**config.mk**
```make
export PLATFORM = sky130hd
export DESIGN_NAME = text_console_cursor_controller
export DESIGN_NICKNAME = d
export VERILOG_FILES = /design/src/hw/rtl/tcc_pkg.sv /design/src/hw/rtl/tcc_front.sv /design/src/hw/rtl/tcc_fifo.sv /design/src/hw/rtl/tcc_back.sv /design/src/hw/rtl/text_console_cursor_controller.sv
export SDC_FILE = /design/constraint.sdc
export NUM_CORES = 1
export LEC_CHECK = 0
export BUFFER_PORTS_ARGS = -buffer_cell sky130_fd_sc_hd__buf_4
export CAP_MARGIN = 0
export CORE_MARGIN = 4
export CORE_UTILIZATION = 45
export DETAILED_ROUTE_END_ITERATION = 10
export PLACE_DENSITY = 0.65
export SLEW_MARGIN = 20
export SYNTH_ARGS = -nofsm -noshare
export SYNTH_HDL_FRONTEND = slang
export SYNTH_SLANG_ARGS = --single-unit
export TNS_END_PERCENT = 30
```
**constraint.sdc**
```tcl
create_clock -name clock -period 9.79 [get_ports clock]
set_input_delay 0.4895 -clock clock [delete_from_list [all_inputs] [get_ports clock]]
set_output_delay 0.4895 -clock clock [all_outputs]
set_load 0.01 [all_outputs]
```
**src/hw/rtl/tcc_pkg.sv**
```systemverilog
// ----------------------------------------------------------------------------
// tcc_pkg
// Shared types and constants of the text console cursor controller.
// ----------------------------------------------------------------------------
package tcc_pkg;

   localparam int MAX_COLS_DEF     = 256;
   localparam int MAX_ROWS_DEF     = 128;
   localparam int GLYPH_HEIGHT_DEF = 16;
   localparam int QUEUE_DEPTH_DEF  = 4;

   // widest command burst caused by one request
   localparam int SLOTS = 3;

   localparam logic [8:0]  COLUMNS_RESET = 9'd80;
   localparam logic [7:0]  ROWS_RESET    = 8'd25;
   localparam logic [11:0] HEIGHT_RESET  = 12'd400;
   localparam logic [3:0]  FG_RESET      = 4'd7;
   localparam logic [3:0]  BG_RESET      = 4'd0;

   localparam logic [6:0] CH_BS       = 7'd8;
   localparam logic [6:0] CH_TAB      = 7'd9;
   localparam logic [6:0] CH_LF       = 7'd10;
   localparam logic [6:0] CH_CR       = 7'd13;
   localparam logic [6:0] CH_QUESTION = 7'h3F;
   localparam int         TAB_STOP    = 8;

   typedef enum logic [1:0] {
      CSR_COLUMNS = 2'd0,
      CSR_ROWS    = 2'd1,
      CSR_HEIGHT  = 2'd2
   } csr_index_type;

   typedef enum logic [2:0] {
      OP_PUT_CHAR    = 3'd0,
      OP_SET_CURSOR  = 3'd1,
      OP_CLEAR       = 3'd2,
      OP_SCROLL      = 3'd3,
      OP_SET_COLOR   = 3'd4,
      OP_RESET_COLOR = 3'd5
   } op_type;

   typedef enum logic [1:0] {
      CMD_DRAW         = 2'd0,
      CMD_CLEAR_CELL   = 2'd1,
      CMD_SCROLL_UP    = 2'd2,
      CMD_CLEAR_SCREEN = 2'd3
   } cmd_type;

   typedef struct packed {
      logic [2:0] op;
      logic [7:0] char_code;
      logic [6:0] target_row;
      logic [7:0] target_col;
      logic [7:0] line_count;
      logic [7:0] color_attr;
   } req_type;

   typedef struct packed {
      cmd_type    cmd;
      logic [6:0] glyph_code;
      logic [6:0] cell_row;
      logic [7:0] cell_col;
      logic [3:0] fg_index;
      logic [3:0] bg_index;
      logic [7:0] scroll_lines;
      logic       last;
   } rsp_type;

   typedef struct packed {
      cmd_type    cmd;
      logic [6:0] glyph;
      logic [6:0] row;
      logic [7:0] col;
      logic [7:0] lines;
   } slot_type;

   // one classified request: its commands in order, their count and colours
   typedef struct packed {
      slot_type [SLOTS-1:0] slot;
      logic [1:0]           count;
      logic [3:0]           fg;
      logic [3:0]           bg;
   } job_type;

endpackage

```
**src/hw/rtl/tcc_front.sv**
```systemverilog
// ----------------------------------------------------------------------------
// tcc_front
// Accepts requests, tracks cursor and colours, and turns each request into
// a job of up to three renderer commands.
// ----------------------------------------------------------------------------
module tcc_front
   import tcc_pkg::*;
#(
   parameter int MAX_COLS     = MAX_COLS_DEF,
   parameter int MAX_ROWS     = MAX_ROWS_DEF,
   parameter int GLYPH_HEIGHT = GLYPH_HEIGHT_DEF
) (
   input  logic          clock,
   input  logic          reset,
   input  logic          push,
   output logic          full,
   input  req_type       req_data,
   input  logic          csr_we,
   input  logic [1:0]    csr_index,
   input  logic [11:0]   csr_wdata,
   input  logic          q_full,
   output logic          q_push,
   output job_type       q_job
);

   localparam int COL_CAP = (MAX_COLS < 256) ? MAX_COLS : 256;
   localparam int ROW_CAP = (MAX_ROWS < 128) ? MAX_ROWS : 128;
   localparam int PX_W    = 8 + $clog2(GLYPH_HEIGHT + 1);

   typedef struct packed {
      logic [6:0] row;
      logic       scrolled;
   } nl_type;

   logic [8:0]  columns_ff, columns_in;
   logic [7:0]  rows_ff, rows_in;
   logic [11:0] height_ff, height_in;
   logic [7:0]  col_ff, col_in;
   logic [6:0]  row_ff, row_in;
   logic [3:0]  fg_ff, fg_in;
   logic [3:0]  bg_ff, bg_in;

   logic [8:0]    cols_eff;
   logic [7:0]    rows_eff;
   logic          glyph_tall;
   logic [PX_W-1:0] scroll_px;
   logic          accept;
   job_type       job;

   always_comb begin
      if (columns_ff == 9'd0) begin
         cols_eff = 9'd1;
      end else if (columns_ff > 9'(COL_CAP)) begin
         cols_eff = 9'(COL_CAP);
      end else begin
         cols_eff = columns_ff;
      end
      if (rows_ff == 8'd0) begin
         rows_eff = 8'd1;
      end else if (rows_ff > 8'(ROW_CAP)) begin
         rows_eff = 8'(ROW_CAP);
      end else begin
         rows_eff = rows_ff;
      end
   end

   assign glyph_tall = PX_W'(GLYPH_HEIGHT) >= PX_W'(height_ff);
   assign scroll_px  = PX_W'(req_data.line_count) * PX_W'(GLYPH_HEIGHT);

   function automatic nl_type new_line(logic [6:0] row, logic [7:0] nrows);
      nl_type     r;
      logic [7:0] nxt;
      nxt = {1'b0, row} + 8'd1;
      if (nxt >= nrows) begin
         r.scrolled = 1'b1;
         r.row      = 7'(nrows - 8'd1);
      end else begin
         r.scrolled = 1'b0;
         r.row      = nxt[6:0];
      end
      return r;
   endfunction

   function automatic slot_type mk_slot(cmd_type cmd, logic [6:0] glyph, logic [6:0] row,
                                        logic [7:0] col, logic [7:0] lines);
      slot_type s;
      s.cmd   = cmd;
      s.glyph = glyph;
      s.row   = row;
      s.col   = col;
      s.lines = lines;
      return s;
   endfunction

   // scroll caused by a newline at the bottom row, or a screen clear when the glyph is at least as tall as the screen
   function automatic slot_type nl_slot(logic tall);
      if (tall) begin
         return mk_slot(CMD_CLEAR_SCREEN, 7'd0, 7'd0, 8'd0, 8'd0);
      end
      return mk_slot(CMD_SCROLL_UP, 7'd0, 7'd0, 8'd0, 8'd1);
   endfunction

   always_comb begin
      logic [8:0] col;
      logic [6:0] row;
      logic [6:0] ch;
      logic [8:0] tab_next;
      logic [1:0] cnt;
      nl_type     nl;

      col      = {1'b0, col_ff};
      row      = row_ff;
      fg_in    = fg_ff;
      bg_in    = bg_ff;
      cnt      = 2'd0;
      job.slot = '0;
      ch       = req_data.char_code[7] ? CH_QUESTION : req_data.char_code[6:0];
      tab_next = (col + 9'(TAB_STOP)) & ~9'(TAB_STOP - 1);
      nl       = '0;

      case (op_type'(req_data.op))
         OP_PUT_CHAR: begin
            case (ch)
               CH_LF: begin
                  nl  = new_line(row, rows_eff);
                  col = 9'd0;
                  row = nl.row;
                  if (nl.scrolled) begin
                     job.slot[cnt] = nl_slot(glyph_tall);
                     cnt           = cnt + 2'd1;
                  end
               end
               CH_CR: begin
                  col = 9'd0;
               end
               CH_TAB: begin
                  if (tab_next >= cols_eff) begin
                     nl  = new_line(row, rows_eff);
                     col = 9'd0;
                     row = nl.row;
                     if (nl.scrolled) begin
                        job.slot[cnt] = nl_slot(glyph_tall);
                        cnt           = cnt + 2'd1;
                     end
                  end else begin
                     col = tab_next;
                  end
               end
               CH_BS: begin
                  if (col != 9'd0) begin
                     col           = col - 9'd1;
                     job.slot[cnt] = mk_slot(CMD_CLEAR_CELL, 7'd0, row, col[7:0], 8'd0);
                     cnt           = cnt + 2'd1;
                  end
               end
               default: begin
                  // wrap first if the cursor was left at or past the right edge
                  if (col >= cols_eff) begin
                     nl  = new_line(row, rows_eff);
                     col = 9'd0;
                     row = nl.row;
                     if (nl.scrolled) begin
                        job.slot[cnt] = nl_slot(glyph_tall);
                        cnt           = cnt + 2'd1;
                     end
                  end
                  job.slot[cnt] = mk_slot(CMD_DRAW, ch, row, col[7:0], 8'd0);
                  cnt           = cnt + 2'd1;
                  col           = col + 9'd1;
                  if (col >= cols_eff) begin
                     nl  = new_line(row, rows_eff);
                     col = 9'd0;
                     row = nl.row;
                     if (nl.scrolled) begin
                        job.slot[cnt] = nl_slot(glyph_tall);
                        cnt           = cnt + 2'd1;
                     end
                  end
               end
            endcase
         end
         OP_SET_CURSOR: begin
            row = req_data.target_row;
            col = {1'b0, req_data.target_col};
         end
         OP_CLEAR: begin
            job.slot[cnt] = mk_slot(CMD_CLEAR_SCREEN, 7'd0, 7'd0, 8'd0, 8'd0);
            cnt           = cnt + 2'd1;
            col           = 9'd0;
            row           = 7'd0;
         end
         OP_SCROLL: begin
            if (scroll_px >= PX_W'(height_ff)) begin
               job.slot[cnt] = mk_slot(CMD_CLEAR_SCREEN, 7'd0, 7'd0, 8'd0, 8'd0);
               col           = 9'd0;
               row           = 7'd0;
            end else begin
               job.slot[cnt] = mk_slot(CMD_SCROLL_UP, 7'd0, 7'd0, 8'd0, req_data.line_count);
            end
            cnt = cnt + 2'd1;
         end
         OP_SET_COLOR: begin
            fg_in = req_data.color_attr[3:0];
            bg_in = req_data.color_attr[7:4];
         end
         OP_RESET_COLOR: begin
            fg_in = FG_RESET;
            bg_in = BG_RESET;
         end
         default: begin
         end
      endcase

      col_in    = col[7:0];
      row_in    = row;
      job.count = cnt;
      job.fg    = fg_in;
      job.bg    = bg_in;
   end

   always_comb begin
      columns_in = columns_ff;
      rows_in    = rows_ff;
      height_in  = height_ff;
      if (csr_we) begin
         case (csr_index_type'(csr_index))
            CSR_COLUMNS: columns_in = csr_wdata[8:0];
            CSR_ROWS:    rows_in    = csr_wdata[7:0];
            CSR_HEIGHT:  height_in  = csr_wdata;
            default: begin
            end
         endcase
      end
   end

   assign full   = q_full;
   assign accept = push && !q_full;
   assign q_push = accept && (job.count != 2'd0);
   assign q_job  = job;

   always_ff @(posedge clock) begin
      if (reset) begin
         columns_ff <= COLUMNS_RESET;
         rows_ff    <= ROWS_RESET;
         height_ff  <= HEIGHT_RESET;
         col_ff     <= 8'd0;
         row_ff     <= 7'd0;
         fg_ff      <= FG_RESET;
         bg_ff      <= BG_RESET;
      end else begin
         columns_ff <= columns_in;
         rows_ff    <= rows_in;
         height_ff  <= height_in;
         if (accept) begin
            col_ff <= col_in;
            row_ff <= row_in;
            fg_ff  <= fg_in;
            bg_ff  <= bg_in;
         end
      end
   end

endmodule

```
**src/hw/rtl/tcc_fifo.sv**
```systemverilog
// ----------------------------------------------------------------------------
// tcc_fifo
// Short job queue between the classifier and the command sequencer.
// ----------------------------------------------------------------------------
module tcc_fifo
   import tcc_pkg::*;
#(
   parameter int DEPTH = QUEUE_DEPTH_DEF
) (
   input  logic    clock,
   input  logic    reset,
   input  logic    wr_en,
   input  job_type wr_job,
   output logic    q_full,
   input  logic    rd_en,
   output logic    q_empty,
   output job_type rd_job
);

   localparam int PTR_W = (DEPTH > 1) ? $clog2(DEPTH) : 1;
   localparam int CNT_W = $clog2(DEPTH + 1);

   job_type            data_ff [DEPTH];
   logic [PTR_W-1:0]   wr_ptr_ff, wr_ptr_in;
   logic [PTR_W-1:0]   rd_ptr_ff, rd_ptr_in;
   logic [CNT_W-1:0]   count_ff, count_in;

   assign q_full  = count_ff == CNT_W'(DEPTH);
   assign q_empty = count_ff == '0;
   assign rd_job  = data_ff[rd_ptr_ff];

   always_comb begin
      wr_ptr_in = wr_ptr_ff;
      rd_ptr_in = rd_ptr_ff;
      count_in  = count_ff;
      if (wr_en) begin
         wr_ptr_in = (wr_ptr_ff == PTR_W'(DEPTH - 1)) ? '0 : wr_ptr_ff + PTR_W'(1);
      end
      if (rd_en) begin
         rd_ptr_in = (rd_ptr_ff == PTR_W'(DEPTH - 1)) ? '0 : rd_ptr_ff + PTR_W'(1);
      end
      if (wr_en && !rd_en) begin
         count_in = count_ff + CNT_W'(1);
      end else if (rd_en && !wr_en) begin
         count_in = count_ff - CNT_W'(1);
      end
   end

   always_ff @(posedge clock) begin
      if (reset) begin
         wr_ptr_ff <= '0;
         rd_ptr_ff <= '0;
         count_ff  <= '0;
      end else begin
         wr_ptr_ff <= wr_ptr_in;
         rd_ptr_ff <= rd_ptr_in;
         count_ff  <= count_in;
      end
   end

   always_ff @(posedge clock) begin
      if (wr_en) begin
         data_ff[wr_ptr_ff] <= wr_job;
      end
   end

endmodule

```
**src/hw/rtl/tcc_back.sv**
```systemverilog
// ----------------------------------------------------------------------------
// tcc_back
// Plays each queued job out as renderer commands, one per cycle while the
// response is popped, through a registered result stage.
// ----------------------------------------------------------------------------
module tcc_back
   import tcc_pkg::*;
(
   input  logic    clock,
   input  logic    reset,
   input  logic    q_empty,
   input  job_type q_job,
   output logic    q_pop,
   output logic    empty,
   input  logic    pop,
   output rsp_type rsp_data
);

   rsp_type    out_ff, out_in;
   logic       valid_ff, valid_in;
   logic [1:0] idx_ff, idx_in;
   logic       load;
   logic       is_last;
   slot_type   cur;

   assign load    = !q_empty && (!valid_ff || pop);
   assign is_last = idx_ff == (q_job.count - 2'd1);
   assign cur     = q_job.slot[idx_ff];
   assign q_pop   = load && is_last;

   always_comb begin
      out_in              = out_ff;
      valid_in            = valid_ff;
      idx_in              = idx_ff;
      if (pop && valid_ff) begin
         valid_in = 1'b0;
      end
      if (load) begin
         out_in.cmd          = cur.cmd;
         out_in.glyph_code   = cur.glyph;
         out_in.cell_row     = cur.row;
         out_in.cell_col     = cur.col;
         out_in.fg_index     = q_job.fg;
         out_in.bg_index     = q_job.bg;
         out_in.scroll_lines = cur.lines;
         out_in.last         = is_last;
         valid_in            = 1'b1;
         idx_in              = is_last ? 2'd0 : idx_ff + 2'd1;
      end
   end

   always_ff @(posedge clock) begin
      if (reset) begin
         valid_ff <= 1'b0;
         idx_ff   <= 2'd0;
      end else begin
         valid_ff <= valid_in;
         idx_ff   <= idx_in;
      end
   end

   always_ff @(posedge clock) begin
      out_ff <= out_in;
   end

   assign empty    = !valid_ff;
   assign rsp_data = out_ff;

endmodule

```
**src/hw/rtl/text_console_cursor_controller.sv**
```systemverilog
// ----------------------------------------------------------------------------
// text_console_cursor_controller
// Cursor, colour and scroll control of a text console; issues draw, clear
// cell, scroll and clear screen commands to a renderer.
// ----------------------------------------------------------------------------
//  channel   handshake           payload
//  request   push / full         req_data  (op, char, cursor, lines, colour)
//  response  empty / pop         rsp_data  (one renderer command, last flag)
//  csr       csr_we              csr_index, csr_wdata (columns, rows, height)
//
//  A request is classified in the cycle it is accepted; one may be taken
//  every cycle while the job queue has room. The sequencer issues one command
//  per cycle while the response is popped, and a request causes 0 to 3 commands
//  on the response side. Synchronous reset homes the cursor, restores default
//  colours and registers and empties the queue. A stalled response backs up
//  into the queue, and full rises only once the queue is full.
// ----------------------------------------------------------------------------
module text_console_cursor_controller
   import tcc_pkg::*;
#(
   parameter int MAX_COLS     = MAX_COLS_DEF,
   parameter int MAX_ROWS     = MAX_ROWS_DEF,
   parameter int GLYPH_HEIGHT = GLYPH_HEIGHT_DEF,
   parameter int QUEUE_DEPTH  = QUEUE_DEPTH_DEF
) (
   input  logic        clock,
   input  logic        reset,
   input  logic        push,
   output logic        full,
   input  req_type     req_data,
   output logic        empty,
   input  logic        pop,
   output rsp_type     rsp_data,
   input  logic        csr_we,
   input  logic [1:0]  csr_index,
   input  logic [11:0] csr_wdata
);

   logic    q_full;
   logic    q_empty;
   logic    q_push;
   logic    q_pop;
   job_type q_wr_job;
   job_type q_rd_job;

   tcc_front #(
      .MAX_COLS     (MAX_COLS),
      .MAX_ROWS     (MAX_ROWS),
      .GLYPH_HEIGHT (GLYPH_HEIGHT)
   ) u_front (
      .clock     (clock),
      .reset     (reset),
      .push      (push),
      .full      (full),
      .req_data  (req_data),
      .csr_we    (csr_we),
      .csr_index (csr_index),
      .csr_wdata (csr_wdata),
      .q_full    (q_full),
      .q_push    (q_push),
      .q_job     (q_wr_job)
   );

   tcc_fifo #(
      .DEPTH (QUEUE_DEPTH)
   ) u_fifo (
      .clock   (clock),
      .reset   (reset),
      .wr_en   (q_push),
      .wr_job  (q_wr_job),
      .q_full  (q_full),
      .rd_en   (q_pop),
      .q_empty (q_empty),
      .rd_job  (q_rd_job)
   );

   tcc_back u_back (
      .clock    (clock),
      .reset    (reset),
      .q_empty  (q_empty),
      .q_job    (q_rd_job),
      .q_pop    (q_pop),
      .empty    (empty),
      .pop      (pop),
      .rsp_data (rsp_data)
   );

endmodule
```
==> results.tsv, run 1 <==
stage	metric	value	unit
clock_network	worst skew pair latency	0.56	ns
clock_network	TritonCTS Buffers	41	
drt	drc violations	0	
sta	post-route setup TNS	0	ns
cells_and_area	layout cells sized above 1	0.208	
outcome	status	complete, no violations	
global_route	GR Overflow Total	0	
critical_path	CP required	9.97	ns
cells_and_area	Final Instance Area	0.0209	sq mm
sta	Final Slew Violations	0	
placement	HPWL after DPL	28900	um
clock_network	Clk Tree Root Cell	clkbuf_16	
worst_hold_path	hold-critical path depth	2	
global_route	first-pass GRT wire length	66100	um
sta	fin crit period	7.46	ns
cells_and_area	Final #Nets	1572	
drt	via count	11185	
power	PwrDens	231	mW/mm^2
global_route	initial antenna violation count	0	
critical_path	Max FO, Critical Path	49	
floorplanning	Die Height	209	um
sta	Tcrit/Tclk final	0.762	
worst_hold_path	min-delay worst type	in2reg	
critical_path	R2R Setup Slk	2.33	ns
synthesis	EDFF count, synth	321	
clock_network	H-Tree Depth	2	
sta	RSZ-0062 raised after global routing	false	
synthesis	Yosys cell types	95	
drt	WL final	42400	um
synthesis	post-synthesis sequential area ratio	0.603	
sta	Fin. Hold Viols	0	
critical_path	crit path DAT	7.64	ns
sta	slew margin rel.	0.285	
sta	clock skew	0.0213	ns
placement	Cell Area, Placed	0.0195	sq mm
synthesis	yosys warns	0	
clock_network	post-CTS setup repair buffer count	0	
critical_path	Worst Setup Start Kind	flop	
floorplanning	die width	209	um
synthesis	Yosys reg bits	385	
floorplanning	die area	0.0435	sq mm
global_route	largest net degree at the start of global routing	69	
global_route	vias in the first global route	11293	
floorplanning	IO Count	104	
floorplanning	Starting Density	0.456	
synthesis	Async SR Flop Fraction	0	
power	share of power burned in registers	0.443	
synthesis	Most used DFF post-synth	edfxtp_1	
placement	Cell Count Post-Placement	1926	
drt	Via density	5.59	
drt	Wirelength per Cell	21.2	um
synthesis	synthesized area	0.0181	sq mm
drt	Starting DRT DRC Count	940	
placement	GPL Wtd Cong	0.911	
sta	FMAX	134	MHz
sta	Final setup viols	0	
power	VDD IR max	0.000151	V
placement	Port Buffers	103	
critical_path	R2R cell count	26	
job	Max-Cap Viols	0	
power	sw frac	0.287	
critical_path	crit end category	flop	
power	NetSw	1.38	mW
power	Logic pwr share	0.231	
power	total power	4.83	mW
global_route	global-route usage over all layers	0.194	
drt	Antenna Violating Nets Remaining	0	
clock_network	Num Clock Sinks	385	
clock_network	CTS clk-pin slew, worst paths	0.06	ns
power	clock share of power	0.327	
synthesis	Syn Inst Count	1314	
clock_network	CTS Hold Buffers Added	0	
floorplanning	Rows	73	
sta	Worst-Margin Slew	1.07	ns
critical_path	WS Path Type	reg2reg	
floorplanning	Core Footprint	0.0397	sq mm
cells_and_area	total inserted antenna cells	0	
power	leakage	7.50	nW
cells_and_area	fin cells	2002	
cells_and_area	P&R area growth vs syn	15.3	%
clock_network	cts repair resizes	0	
drt	drt pass-1 iters	5	
clock_network	CTS Buffer Depth	3	
synthesis	syn avg cell area	13.8	sq um
clock_network	CTS tree	done	
power	Int Pwr	3.44	mW
-- Yosys cell counts, types with 19 or more instances --
master,count,area share
a21oi_1,43,0.012
clkbuf_1,33,0.0068
dfxtp_1,64,0.071
edfxtp_1,321,0.53
ha_1,66,0.046
inv_1,39,0.0081
mux2i_1,50,0.028
mux4_2,70,0.087
nand2_1,112,0.023
nand2b_1,19,0.0066
nand3_1,20,0.0055
nor2_1,133,0.028
nor3_1,21,0.0058
o21ai_0,42,0.012
xnor2_1,19,0.0092
-- cell usage in the layout (no fill, tap or decap), drive strengths merged, types with 5 or more instances in the layout --
master    n
a211o     8
clkbuf   52
nand4     7
nor3b     6
conb     32
buf     115
nand2b   20
ha       66
a311oi    6
mux4     70
a21o     10
nor2b    12
clkinv   17
nand2   114
o211ai   11
and2     13
nor3     23
o22ai     6
mux2      5
inv      44
nor4     10
nand3b    7
edfxtp  321
nor2    139
bufinv    5
a21oi    46
mux2i    50
dfxtp    64
nand3    20
xor2      9
a31oi     8
and3     11
a211oi   12
xnor2    19
a22oi     8
or3      10
o21ai    47
-- cells by family (layout without fill, tap and decap cells) --
| logic type | count (synthesis) | in the layout | synth area share |
|---|---|---|---|
| compound gates | 199 | 199 | 0.0799 |
| xor+xnor | 28 | 28 | 0.0135 |
| fa+ha+maj | 67 | 67 | 0.0467 |
| buf+inv | 102 | 234 | 0.0247 |
| flops | 385 | 385 | 0.603 |
| mux | 125 | 125 | 0.118 |
| other cells | 1 | 32 | 0.000207 |
| simple gates | 407 | 407 | 0.114 |
-- power groups by stage --
stage / sequential (mW) / clock [mW] / combinational (mW)
floorplan: 2.15 / 0 / 0.747
global placement: 2.17 / 0 / 1.12
detailed placement: 2.18 / 0 / 1.13
CTS: 2.14 / 1.61 / 1.13
global route: 2.16 / 1.69 / 1.22
finish: 2.14 / 1.58 / 1.11
-- registers in the layout, indices dropped and copies added, names as in the netlist, named ones only --
register,count
u_back.rsp_data,41
u_front.row_ff,7
u_back.idx_ff,2
u_back.valid_ff,1
u_fifo.rd_ptr_ff,2
u_fifo.data_ff,280
u_front.rows_ff,8
u_fifo.count_ff,3
u_front.columns_ff,9
u_front.height_ff,12
u_front.bg_ff,4
u_front.fg_ff,4
u_front.col_ff,8
u_fifo.wr_ptr_ff,2
-- area by class of cell --
class,instances,area (sq um)
fill,3371,18900
sequential,385,10900
multi-input combinational,858,6880
clock buffer,52,1100
timing repair buffer,115,863
tap,525,657
clock inverter,24,280
inverter,43,161
-- per-stage QoR --
| stage | util | worst slack [ns] | hold WS (ns) |
|---|---|---|---|
| 2_1_floorplan | - | 2.79 | 0.437 |
| 3_3_place_gp | 0.490 | 2.43 | 0.442 |
| 3_5_place_dp | 0.490 | 2.40 | 0.459 |
| 4_1_cts | 0.525 | 2.35 | 0.125 |
| 5_1_grt | 0.525 | 1.76 | 0.127 |
| 6_report | 0.525 | 2.33 | 0.152 |
-- worst paths after layout --
path	from	end
max	u_front.columns_ff[4]$_SDFFE_PP1P_	u_fifo.data_ff[3][58]$_DFFE_PP_
min	csr_wdata[8]	u_front.height_ff[8]$_SDFFE_PP1P_
max reg2reg	u_front.columns_ff[4]$_SDFFE_PP1P_	u_fifo.data_ff[3][58]$_DFFE_PP_
min reg2reg	u_front.bg_ff[0]$_SDFFE_PP0P_	u_front.bg_ff[0]$_SDFFE_PP0P_
-- per-layer routing --
layer	track usage	part of all wire	wire [um]
met4	0.0506	0.021	907
met2	0.315	0.49	20600
met5	0	0	0
met1	0.272	0.44	18500
met3	0.0372	0.056	2360
-- worst max-delay path, stage by stage, from the launching register on --
cell       delay, ns
dfxtp_1         0.32
or4_4           0.54
nor4_1          0.18
nor2_1          0.07
nor2_1          0.16
ha_1            0.14
nand2b_1        0.09
a31oi_1         0.10
o31a_2          0.35
nor2_8          0.34
a32o_1          0.49
nand3_1         0.28
nor2_1          0.19
xnor2_1         0.08
ha_1            0.30
a2111oi_0       0.12
nand2_1         0.08
o21ai_0         0.09
nor2_2          0.38
clkinv_1        0.39
ha_1            0.30
o21ai_0         0.10
o211a_1         0.28
nor2b_2         0.08
a21oi_4         0.24
and2_2          0.61
buf_4           0.72
Note: power is estimated with default switching activity, not from simulation.
==> run 2: changes to the inputs <==
--- a/config.mk
+++ b/config.mk
@@ -5,12 +5,13 @@
 export SDC_FILE = /design/constraint.sdc
 export NUM_CORES = 1
 export LEC_CHECK = 0
+export ABC_AREA = 1
 export BUFFER_PORTS_ARGS = -buffer_cell sky130_fd_sc_hd__buf_4
 export CAP_MARGIN = 0
 export CORE_MARGIN = 4
 export CORE_UTILIZATION = 45
 export DETAILED_ROUTE_END_ITERATION = 10
-export PLACE_DENSITY = 0.65
+export PLACE_DENSITY = 0.67
 export SLEW_MARGIN = 20
 export SYNTH_ARGS = -nofsm -noshare
 export SYNTH_HDL_FRONTEND = slang
==> constraint.sdc (replaced) <==
create_clock -name clock -period 6.68 [get_ports clock]
set_input_delay 0.334 -clock clock [delete_from_list [all_inputs] [get_ports clock]]
set_output_delay 0.334 -clock clock [all_outputs]
set_load 0.01 [all_outputs]
==> run 2 against run 1 <==
  * Synthesized cell count is 32% higher
  * Fmax is 24% higher
  * Worst setup slack worse by 1.7 ns
  * Worst hold slack worse by 0.096 ns
  * Non-clock buffer count is 7 higher
  * Utilization is 0.56 points higher
  * Critical endpoint is now u_fifo.count_ff[2]$_SDFFE_PP0P_
  * Sequential share of layout area is 0.41 points higher
  * Die area is 1.0% lower
  * Critical path depth is 11 higher
  * Clock skew is 0.0023 ns lower
  * Count of clock-buffer cells in the layout is 5 lower
  * Design area is 0.77% lower
  * Highest routed layer unchanged
==> results.tsv, run 2 <==
stage	metric	value	unit	change
sta	Tcrit/Tclk final	0.899		+0.137
clock_network	TritonCTS Buffers	40		-2.4%
synthesis	Async SR Flop Fraction	0		unchanged
synthesis	Most used DFF post-synth	edfxtp_1		
cells_and_area	fill count	3396		+0.74%
synthesis	count leader, synth	edfxtp_1		
clock_network	CTS Hold Buffers Added	0		unchanged
drt	Antenna Violating Nets Remaining	0		unchanged
cells_and_area	fin cells	2409		+20%
sta	Worst-Margin Slew	0.866	ns	-0.207 ns
clock_network	Num Clock Sinks	385		unchanged
drt	Wirelength per Cell	18.6	um	-12%
clock_network	worst skew pair latency	0.54	ns	-0.02 ns
cells_and_area	most frequent cells in the layout	edfxtp_1, nor2_1, o21ai_0		
synthesis	synthesized area	0.0179	sq mm	-1.1%
sta	fin crit period	6.01	ns	-1.46 ns
cells_and_area	Top reg by flops	u_fifo.data_ff		
sta	slew margin rel.	0.421		+0.137
critical_path	crit end category	flop		
sta	Final Slew Violations	0		unchanged
drt	WL final	44700	um	+5.6%
power	PwrDens	356	mW/mm^2	+54%
floorplanning	IO Count	104		unchanged
cells_and_area	layout cells sized above 1	0.121		-0.0868
critical_path	CP max stage cell	dfxtp_1		
sta	RSZ-0062 raised after global routing	false		
clock_network	H-Tree Depth	2		unchanged
job	Max-Cap Viols	0		unchanged
clock_network	post-CTS setup repair buffer count	0		unchanged
placement	pre-CTS WS	0.431	ns	-1.97 ns
critical_path	WS Path Type	reg2reg		
critical_path	Largest stage delay, worst path	0.39	ns	-0.33 ns
global_route	GR Overflow Total	0		unchanged
synthesis	post-synth top area cell	edfxtp_1		
worst_hold_path	min-delay worst type	in2reg		
sta	Final setup viols	0		unchanged
sta	final hold slack	0.0559	ns	-0.0957 ns
synthesis	Area contributors post-synth	edfxtp_1, dfxtp_1, nor2_1		
sta	clock skew	0.0190	ns	-0.00227 ns
cells_and_area	Final Instance Area	0.0207	sq mm	-0.77%
global_route	initial antenna violation count	0		unchanged
synthesis	Yosys cell types	54		-43%
floorplanning	Rows	72		-1.4%
floorplanning	die area	0.0431	sq mm	-1.0%
synthesis	Yosys reg bits	385		unchanged
synthesis	post-synthesis sequential area ratio	0.610		+0.00666
global_route	first-pass GRT wire length	70200	um	+6.2%
drt	Via density	5.48		-1.9%
critical_path	Max FO, Critical Path	11		-78%
cells_and_area	P&R area growth vs syn	15.6	%	
global_route	vias in the first global route	12580		+11%
placement	Port Buffers	103		unchanged
critical_path	Worst Setup Start Kind	flop		
clock_network	CTS Buffer Depth	3		unchanged
critical_path	crit path DAT	6.41	ns	-1.23 ns
synthesis	EDFF count, synth	321		unchanged
clock_network	cts repair resizes	0		unchanged
drt	drc violations	0		unchanged
floorplanning	Starting Density	0.459		+0.00339
sta	Fin. Hold Viols	0		unchanged
cells_and_area	Largest register FFs	280		unchanged
placement	GPL Wtd Cong	0.918		+0.68%
placement	HPWL after DPL	29100	um	+0.47%
sta	final worst slack	0.675	ns	-1.65 ns
synthesis	top post-synthesis cells by count	edfxtp_1, nor2_1, o21ai_0, nand2_1, inv_1		
cells_and_area	Final #Nets	1989		+27%
synthesis	top-area cell type share of the netlist area	0.538		+0.00588
sta	post-route setup TNS	0	ns	unchanged
drt	via count	13203		+18%
power	total power	7.37	mW	+53%
global_route	global-route usage over all layers	0.202		+0.00762
floorplanning	die width	207	um	-0.52%
clock_network	CTS clk-pin slew, worst paths	0.06	ns	about the same
drt	drt pass-1 iters	6		+1
power	leakage	7.92	nW	+5.6%
floorplanning	Core Footprint	0.0390	sq mm	-1.8%
critical_path	CP required	7.09	ns	-2.88 ns
placement	Cell Area, Placed	0.0194	sq mm	-0.45%
outcome	status	complete, no violations		
cells_and_area	Final Core Density	0.531		+0.00562
placement	Cell Count Post-Placement	2336		+21%
drt	Starting DRT DRC Count	1192		+27%
clock_network	Clk Tree Root Cell	clkbuf_16		
global_route	largest net degree at the start of global routing	111		+61%
synthesis	Syn Inst Count	1740		+32%
synthesis	yosys warns	0		unchanged
cells_and_area	commonest non-fill, non-tap cell in the layout	edfxtp_1		
sta	FMAX	167	MHz	+24%
cells_and_area	total inserted antenna cells	0		unchanged
clock_network	CTS tree	done		
power	VDD IR max	0.000211	V	+40%
synthesis	syn avg cell area	10.3	sq um	-25%
floorplanning	Die Height	207	um	-0.52%
run 2: where the power goes:
group | total, mW | switching, mW | internal, mW
clock | 2.15 | 0.904 | 1.24
combinational | 2.11 | 1.38 | 0.735
sequential | 3.11 | 0.128 | 2.98
run 2: cells by family (layout without fill, tap and decap cells):
logic type / Yosys count / in the layout / share of synthesized area
compound gates: 430 / 430 / 0.139
xor+xnor: 24 / 24 / 0.0117
fa+ha+maj: 67 / 67 / 0.0472
buf+inv: 227 / 347 / 0.0495
flops: 385 / 385 / 0.610
other cells: 1 / 32 / 0.000209
simple gates: 606 / 606 / 0.143
run 2: worst paths after layout:
kind	startpoint	slack, ns	cells after the start	endpoint
max reg2reg	u_front.row_ff[1]$_SDFFE_PP0P_	0.67	37	u_fifo.count_ff[2]$_SDFFE_PP0P_
max	u_front.row_ff[1]$_SDFFE_PP0P_	0.67	37	u_fifo.count_ff[2]$_SDFFE_PP0P_
min	csr_wdata[1]	0.06	3	u_front.height_ff[1]$_SDFFE_PP0P_
min reg2reg	u_front.bg_ff[1]$_SDFFE_PP0P_	0.46	2	u_front.bg_ff[1]$_SDFFE_PP0P_
run 2: area by class of cell:
class                           instances  area [sq um]  share of cell area
Sequential cell                       385         10900               0.528
Multi-Input combinational cell       1159          6290               0.304
Clock buffer                           47          1050              0.0506
Timing Repair Buffer                  122           998              0.0482
Tap cell                              518           648              0.0313
Inverter                              153           582              0.0281
Clock inverter                         25           213              0.0103
run 2: metal layers:
metal / GRT usage / up-vias / share of wire
met1: 0.284 / 6384 / 0.44
met4: 0.0440 / 0 / 0.017
li1: - / 6365 / -
met5: 0 / - / 0
met3: 0.0283 / 56 / 0.062
met2: 0.336 / 398 / 0.48
run 2: worst max-delay path, delay by kind of cell (launching register included):
family,cells,cell delay (ns)
buf+inv,3,0.35
compound gates,6,0.82
fa+ha+maj,7,1.73
simple gates,20,2.45
flops,1,0.39
xor+xnor,1,0.13
==> run 3: changes to the inputs <==
--- a/config.mk
+++ b/config.mk
@@ -10,6 +10,7 @@
 export CAP_MARGIN = 0
 export CORE_MARGIN = 4
 export CORE_UTILIZATION = 45
+export CTS_BUF_LIST = sky130_fd_sc_hd__clkbuf_16
 export DETAILED_ROUTE_END_ITERATION = 10
 export PLACE_DENSITY = 0.67
 export SLEW_MARGIN = 20
==> run 3 against run 2 <==
  * Non-clock buffer count is the same
  * Fmax is essentially flat
  * Clock power is essentially flat
  * Design area is the same
  * Sequential share of layout area is the same
  * Worst setup slack lost 0.00095 ns
  * Sequential power is essentially flat
  * Count of clock-buffer cells in the layout shrank 6
  * Register-to-register slack is essentially flat
  * Highest routed layer unchanged
==> results.tsv, run 3 (synthesis gave the netlist of run 2 again) <==
stage	metric	value	unit	change
outcome	status	complete, no violations		
sta	Tcrit/Tclk final	0.899		about the same
drt	drc violations	0		unchanged
clock_network	Num Clock Sinks	385		unchanged
sta	Worst-Margin Slew	0.888	ns	+0.0220 ns
cells_and_area	register area	0.0109	sq mm	unchanged
critical_path	crit end category	flop		
global_route	global-route usage over all layers	0.202		unchanged
cells_and_area	total inserted antenna cells	0		unchanged
clock_network	Clk Tree Root Cell	clkbuf_16		
power	PwrDens	355	mW/mm^2	-0.12%
placement	Cell Count Post-Placement	2336		unchanged
sta	FMAX	166	MHz	about the same
placement	HPWL after DPL	29100	um	unchanged
critical_path	RR Startpoint	u_front.row_ff[1]$_SDFFE_PP0P_		
drt	Antenna Violating Nets Remaining	0		unchanged
clock_network	CTS clk-pin slew, worst paths	0.06	ns	about the same
global_route	initial antenna violation count	0		unchanged
drt	DRT met1 WL	19500	um	-0.35%
power	total power	7.36	mW	-0.12%
placement	Cell Area, Placed	0.0194	sq mm	unchanged
floorplanning	Rows	72		unchanged
sta	Fin. Hold Viols	0		unchanged
critical_path	R2R Path End	u_fifo.count_ff[2]$_SDFFE_PP0P_		
drt	via count	13150		-0.40%
critical_path	R2R cell count	37		unchanged
global_route	first-pass GRT wire length	70200	um	unchanged
cells_and_area	most frequent cells in the layout	edfxtp_1, nor2_1, o21ai_0		
cells_and_area	commonest non-fill, non-tap cell in the layout	edfxtp_1		
sta	Final Slew Violations	0		unchanged
floorplanning	Core Footprint	0.0390	sq mm	unchanged
global_route	vias in the first global route	12583		+0.024%
sta	clock skew	0.0178	ns	-0.00120 ns
critical_path	Worst Setup Start Kind	flop		
job	Max-Cap Viols	0		unchanged
floorplanning	Die Height	207	um	unchanged
drt	drt pass-1 iters	5		-1
floorplanning	die area	0.0431	sq mm	unchanged
worst_hold_path	min-delay worst type	in2reg		
drt	WL final	44700	um	-0.22%
clock_network	TritonCTS Buffers	40		unchanged
power	VDD IR max	0.000211	V	about the same
sta	slew margin rel.	0.407		-0.0147
floorplanning	Starting Density	0.459		unchanged
critical_path	R2R Setup Slk	0.67	ns	about the same
power	leakage	7.94	nW	+0.31%
cells_and_area	fill count	3396		unchanged
critical_path	crit path DAT	6.42	ns	about the same
clock_network	CTS Buffer Depth	3		unchanged
drt	metal3 WL	2840	um	+2.5%
cells_and_area	Largest register FFs	280		unchanged
drt	Top Layer Used	met4		
sta	post-route setup TNS	0	ns	unchanged
critical_path	Largest stage delay, worst path	0.39	ns	about the same
sta	Final setup viols	0		unchanged
critical_path	CP max stage cell	dfxtp_1		
floorplanning	die width	207	um	unchanged
cells_and_area	Final Instance Area	0.0207	sq mm	unchanged
cells_and_area	Multi-input gate area	0.00629	sq mm	unchanged
critical_path	CP endpoint	u_fifo.count_ff[2]$_SDFFE_PP0P_		
placement	GPL Wtd Cong	0.918		unchanged
global_route	largest net degree at the start of global routing	111		unchanged
global_route	GR Overflow Total	0		unchanged
floorplanning	IO Count	104		unchanged
critical_path	CP required	7.09	ns	about the same
clock_network	worst skew pair latency	0.54	ns	about the same
sta	RSZ-0062 raised after global routing	false		
drt	Via density	5.46		-0.40%
cells_and_area	Final #Nets	1989		unchanged
critical_path	Worst Setup SP	u_front.row_ff[1]$_SDFFE_PP0P_		
sta	fin crit period	6.01	ns	+0.000951 ns
cells_and_area	P&R area growth vs syn	15.6	%	unchanged
drt	Starting DRT DRC Count	1200		+0.67%
cells_and_area	fin cells	2409		unchanged
critical_path	WS Path Type	reg2reg		
drt	Wirelength per Cell	18.5	um	-0.22%
cells_and_area	Top reg by flops	u_fifo.data_ff		
drt	WL met2	21500	um	-0.48%
clock_network	H-Tree Depth	2		unchanged
placement	Port Buffers	103		unchanged
clock_network	CTS tree	done		
cells_and_area	layout cells sized above 1	0.121		unchanged
critical_path	Max FO, Critical Path	11		unchanged
run 3: cell types whose count changed in the layout (fill, tap and decap cells not counted):
cell	delta
inv_1	+6
clkbuf_1	-6
run 3: report_power, final:
part / internal [mW] / leakage, nW / switching (mW) / total, mW
clock network: 1.23 / 0.641 / 0.903 / 2.14
registers: 2.98 / 3.42 / 0.128 / 3.11
logic: 0.735 / 3.89 / 1.38 / 2.11
run 3: layout make-up:
cell class	instances	area share
repair buffers	122	0.0482
clock buffers	41	0.0496
multi-input cells	1159	0.304
inverters	153	0.0281
flip-flops and latches	385	0.528
clock inverters	31	0.0114
well taps	518	0.0313
run 3: metrics by stage:
stage                      util  worst slack [ns]  hold WS, ns
after floorplan               -             -1.17        0.431
after global placement    0.497             0.532        0.443
after detailed placement  0.497             0.431        0.446
after CTS                 0.530             0.389       0.0340
after global routing      0.531            0.0391       0.0408
final                     0.531             0.674       0.0563
run 3: timing repair:
| action | in CTS | in global routing |
|---|---|---|
| resized for setup | 0 | 4 |
| buffers inserted | 0 | 0 |
| endpoints found under the setup margin | 0 | 60 |
| hold buffers | 0 | 0 |
run 3: routing by layer:
metal / vias to the layer above / GRT usage
li1: 6355 / -
met1: 6320 / 0.284
met2: 418 / 0.336
met3: 57 / 0.0283
met4: 0 / 0.0440
met5: - / 0
run 3: how the worst min path moves through the flow:
stage | end | cells past startpoint | slack (ns) | from
6_report | u_front.height_ff[1]$_SDFFE_PP0P_ | 3 | 0.06 | csr_wdata[1]
5_1_grt | u_front.height_ff[1]$_SDFFE_PP0P_ | 3 | 0.04 | csr_wdata[1]
4_1_cts | u_front.height_ff[1]$_SDFFE_PP0P_ | 3 | 0.03 | csr_wdata[1]
3_5_place_dp | u_front.bg_ff[3]$_SDFFE_PP0P_ | 2 | 0.45 | u_front.bg_ff[3]$_SDFFE_PP0P_
3_3_place_gp | u_front.bg_ff[1]$_SDFFE_PP0P_ | 2 | 0.44 | u_front.bg_ff[1]$_SDFFE_PP0P_
2_1_floorplan | u_front.bg_ff[0]$_SDFFE_PP0P_ | 2 | 0.43 | u_front.bg_ff[0]$_SDFFE_PP0P_
run 3: worst max-delay path, delay by kind of cell (launching register included):
| kind | cells | cell delay (ns) |
|---|---|---|
| flops | 1 | 0.39 |
| buf+inv | 3 | 0.35 |
| compound gates | 6 | 0.82 |
| xor+xnor | 1 | 0.13 |
| simple gates | 20 | 2.45 |
| fa+ha+maj | 7 | 1.73 |
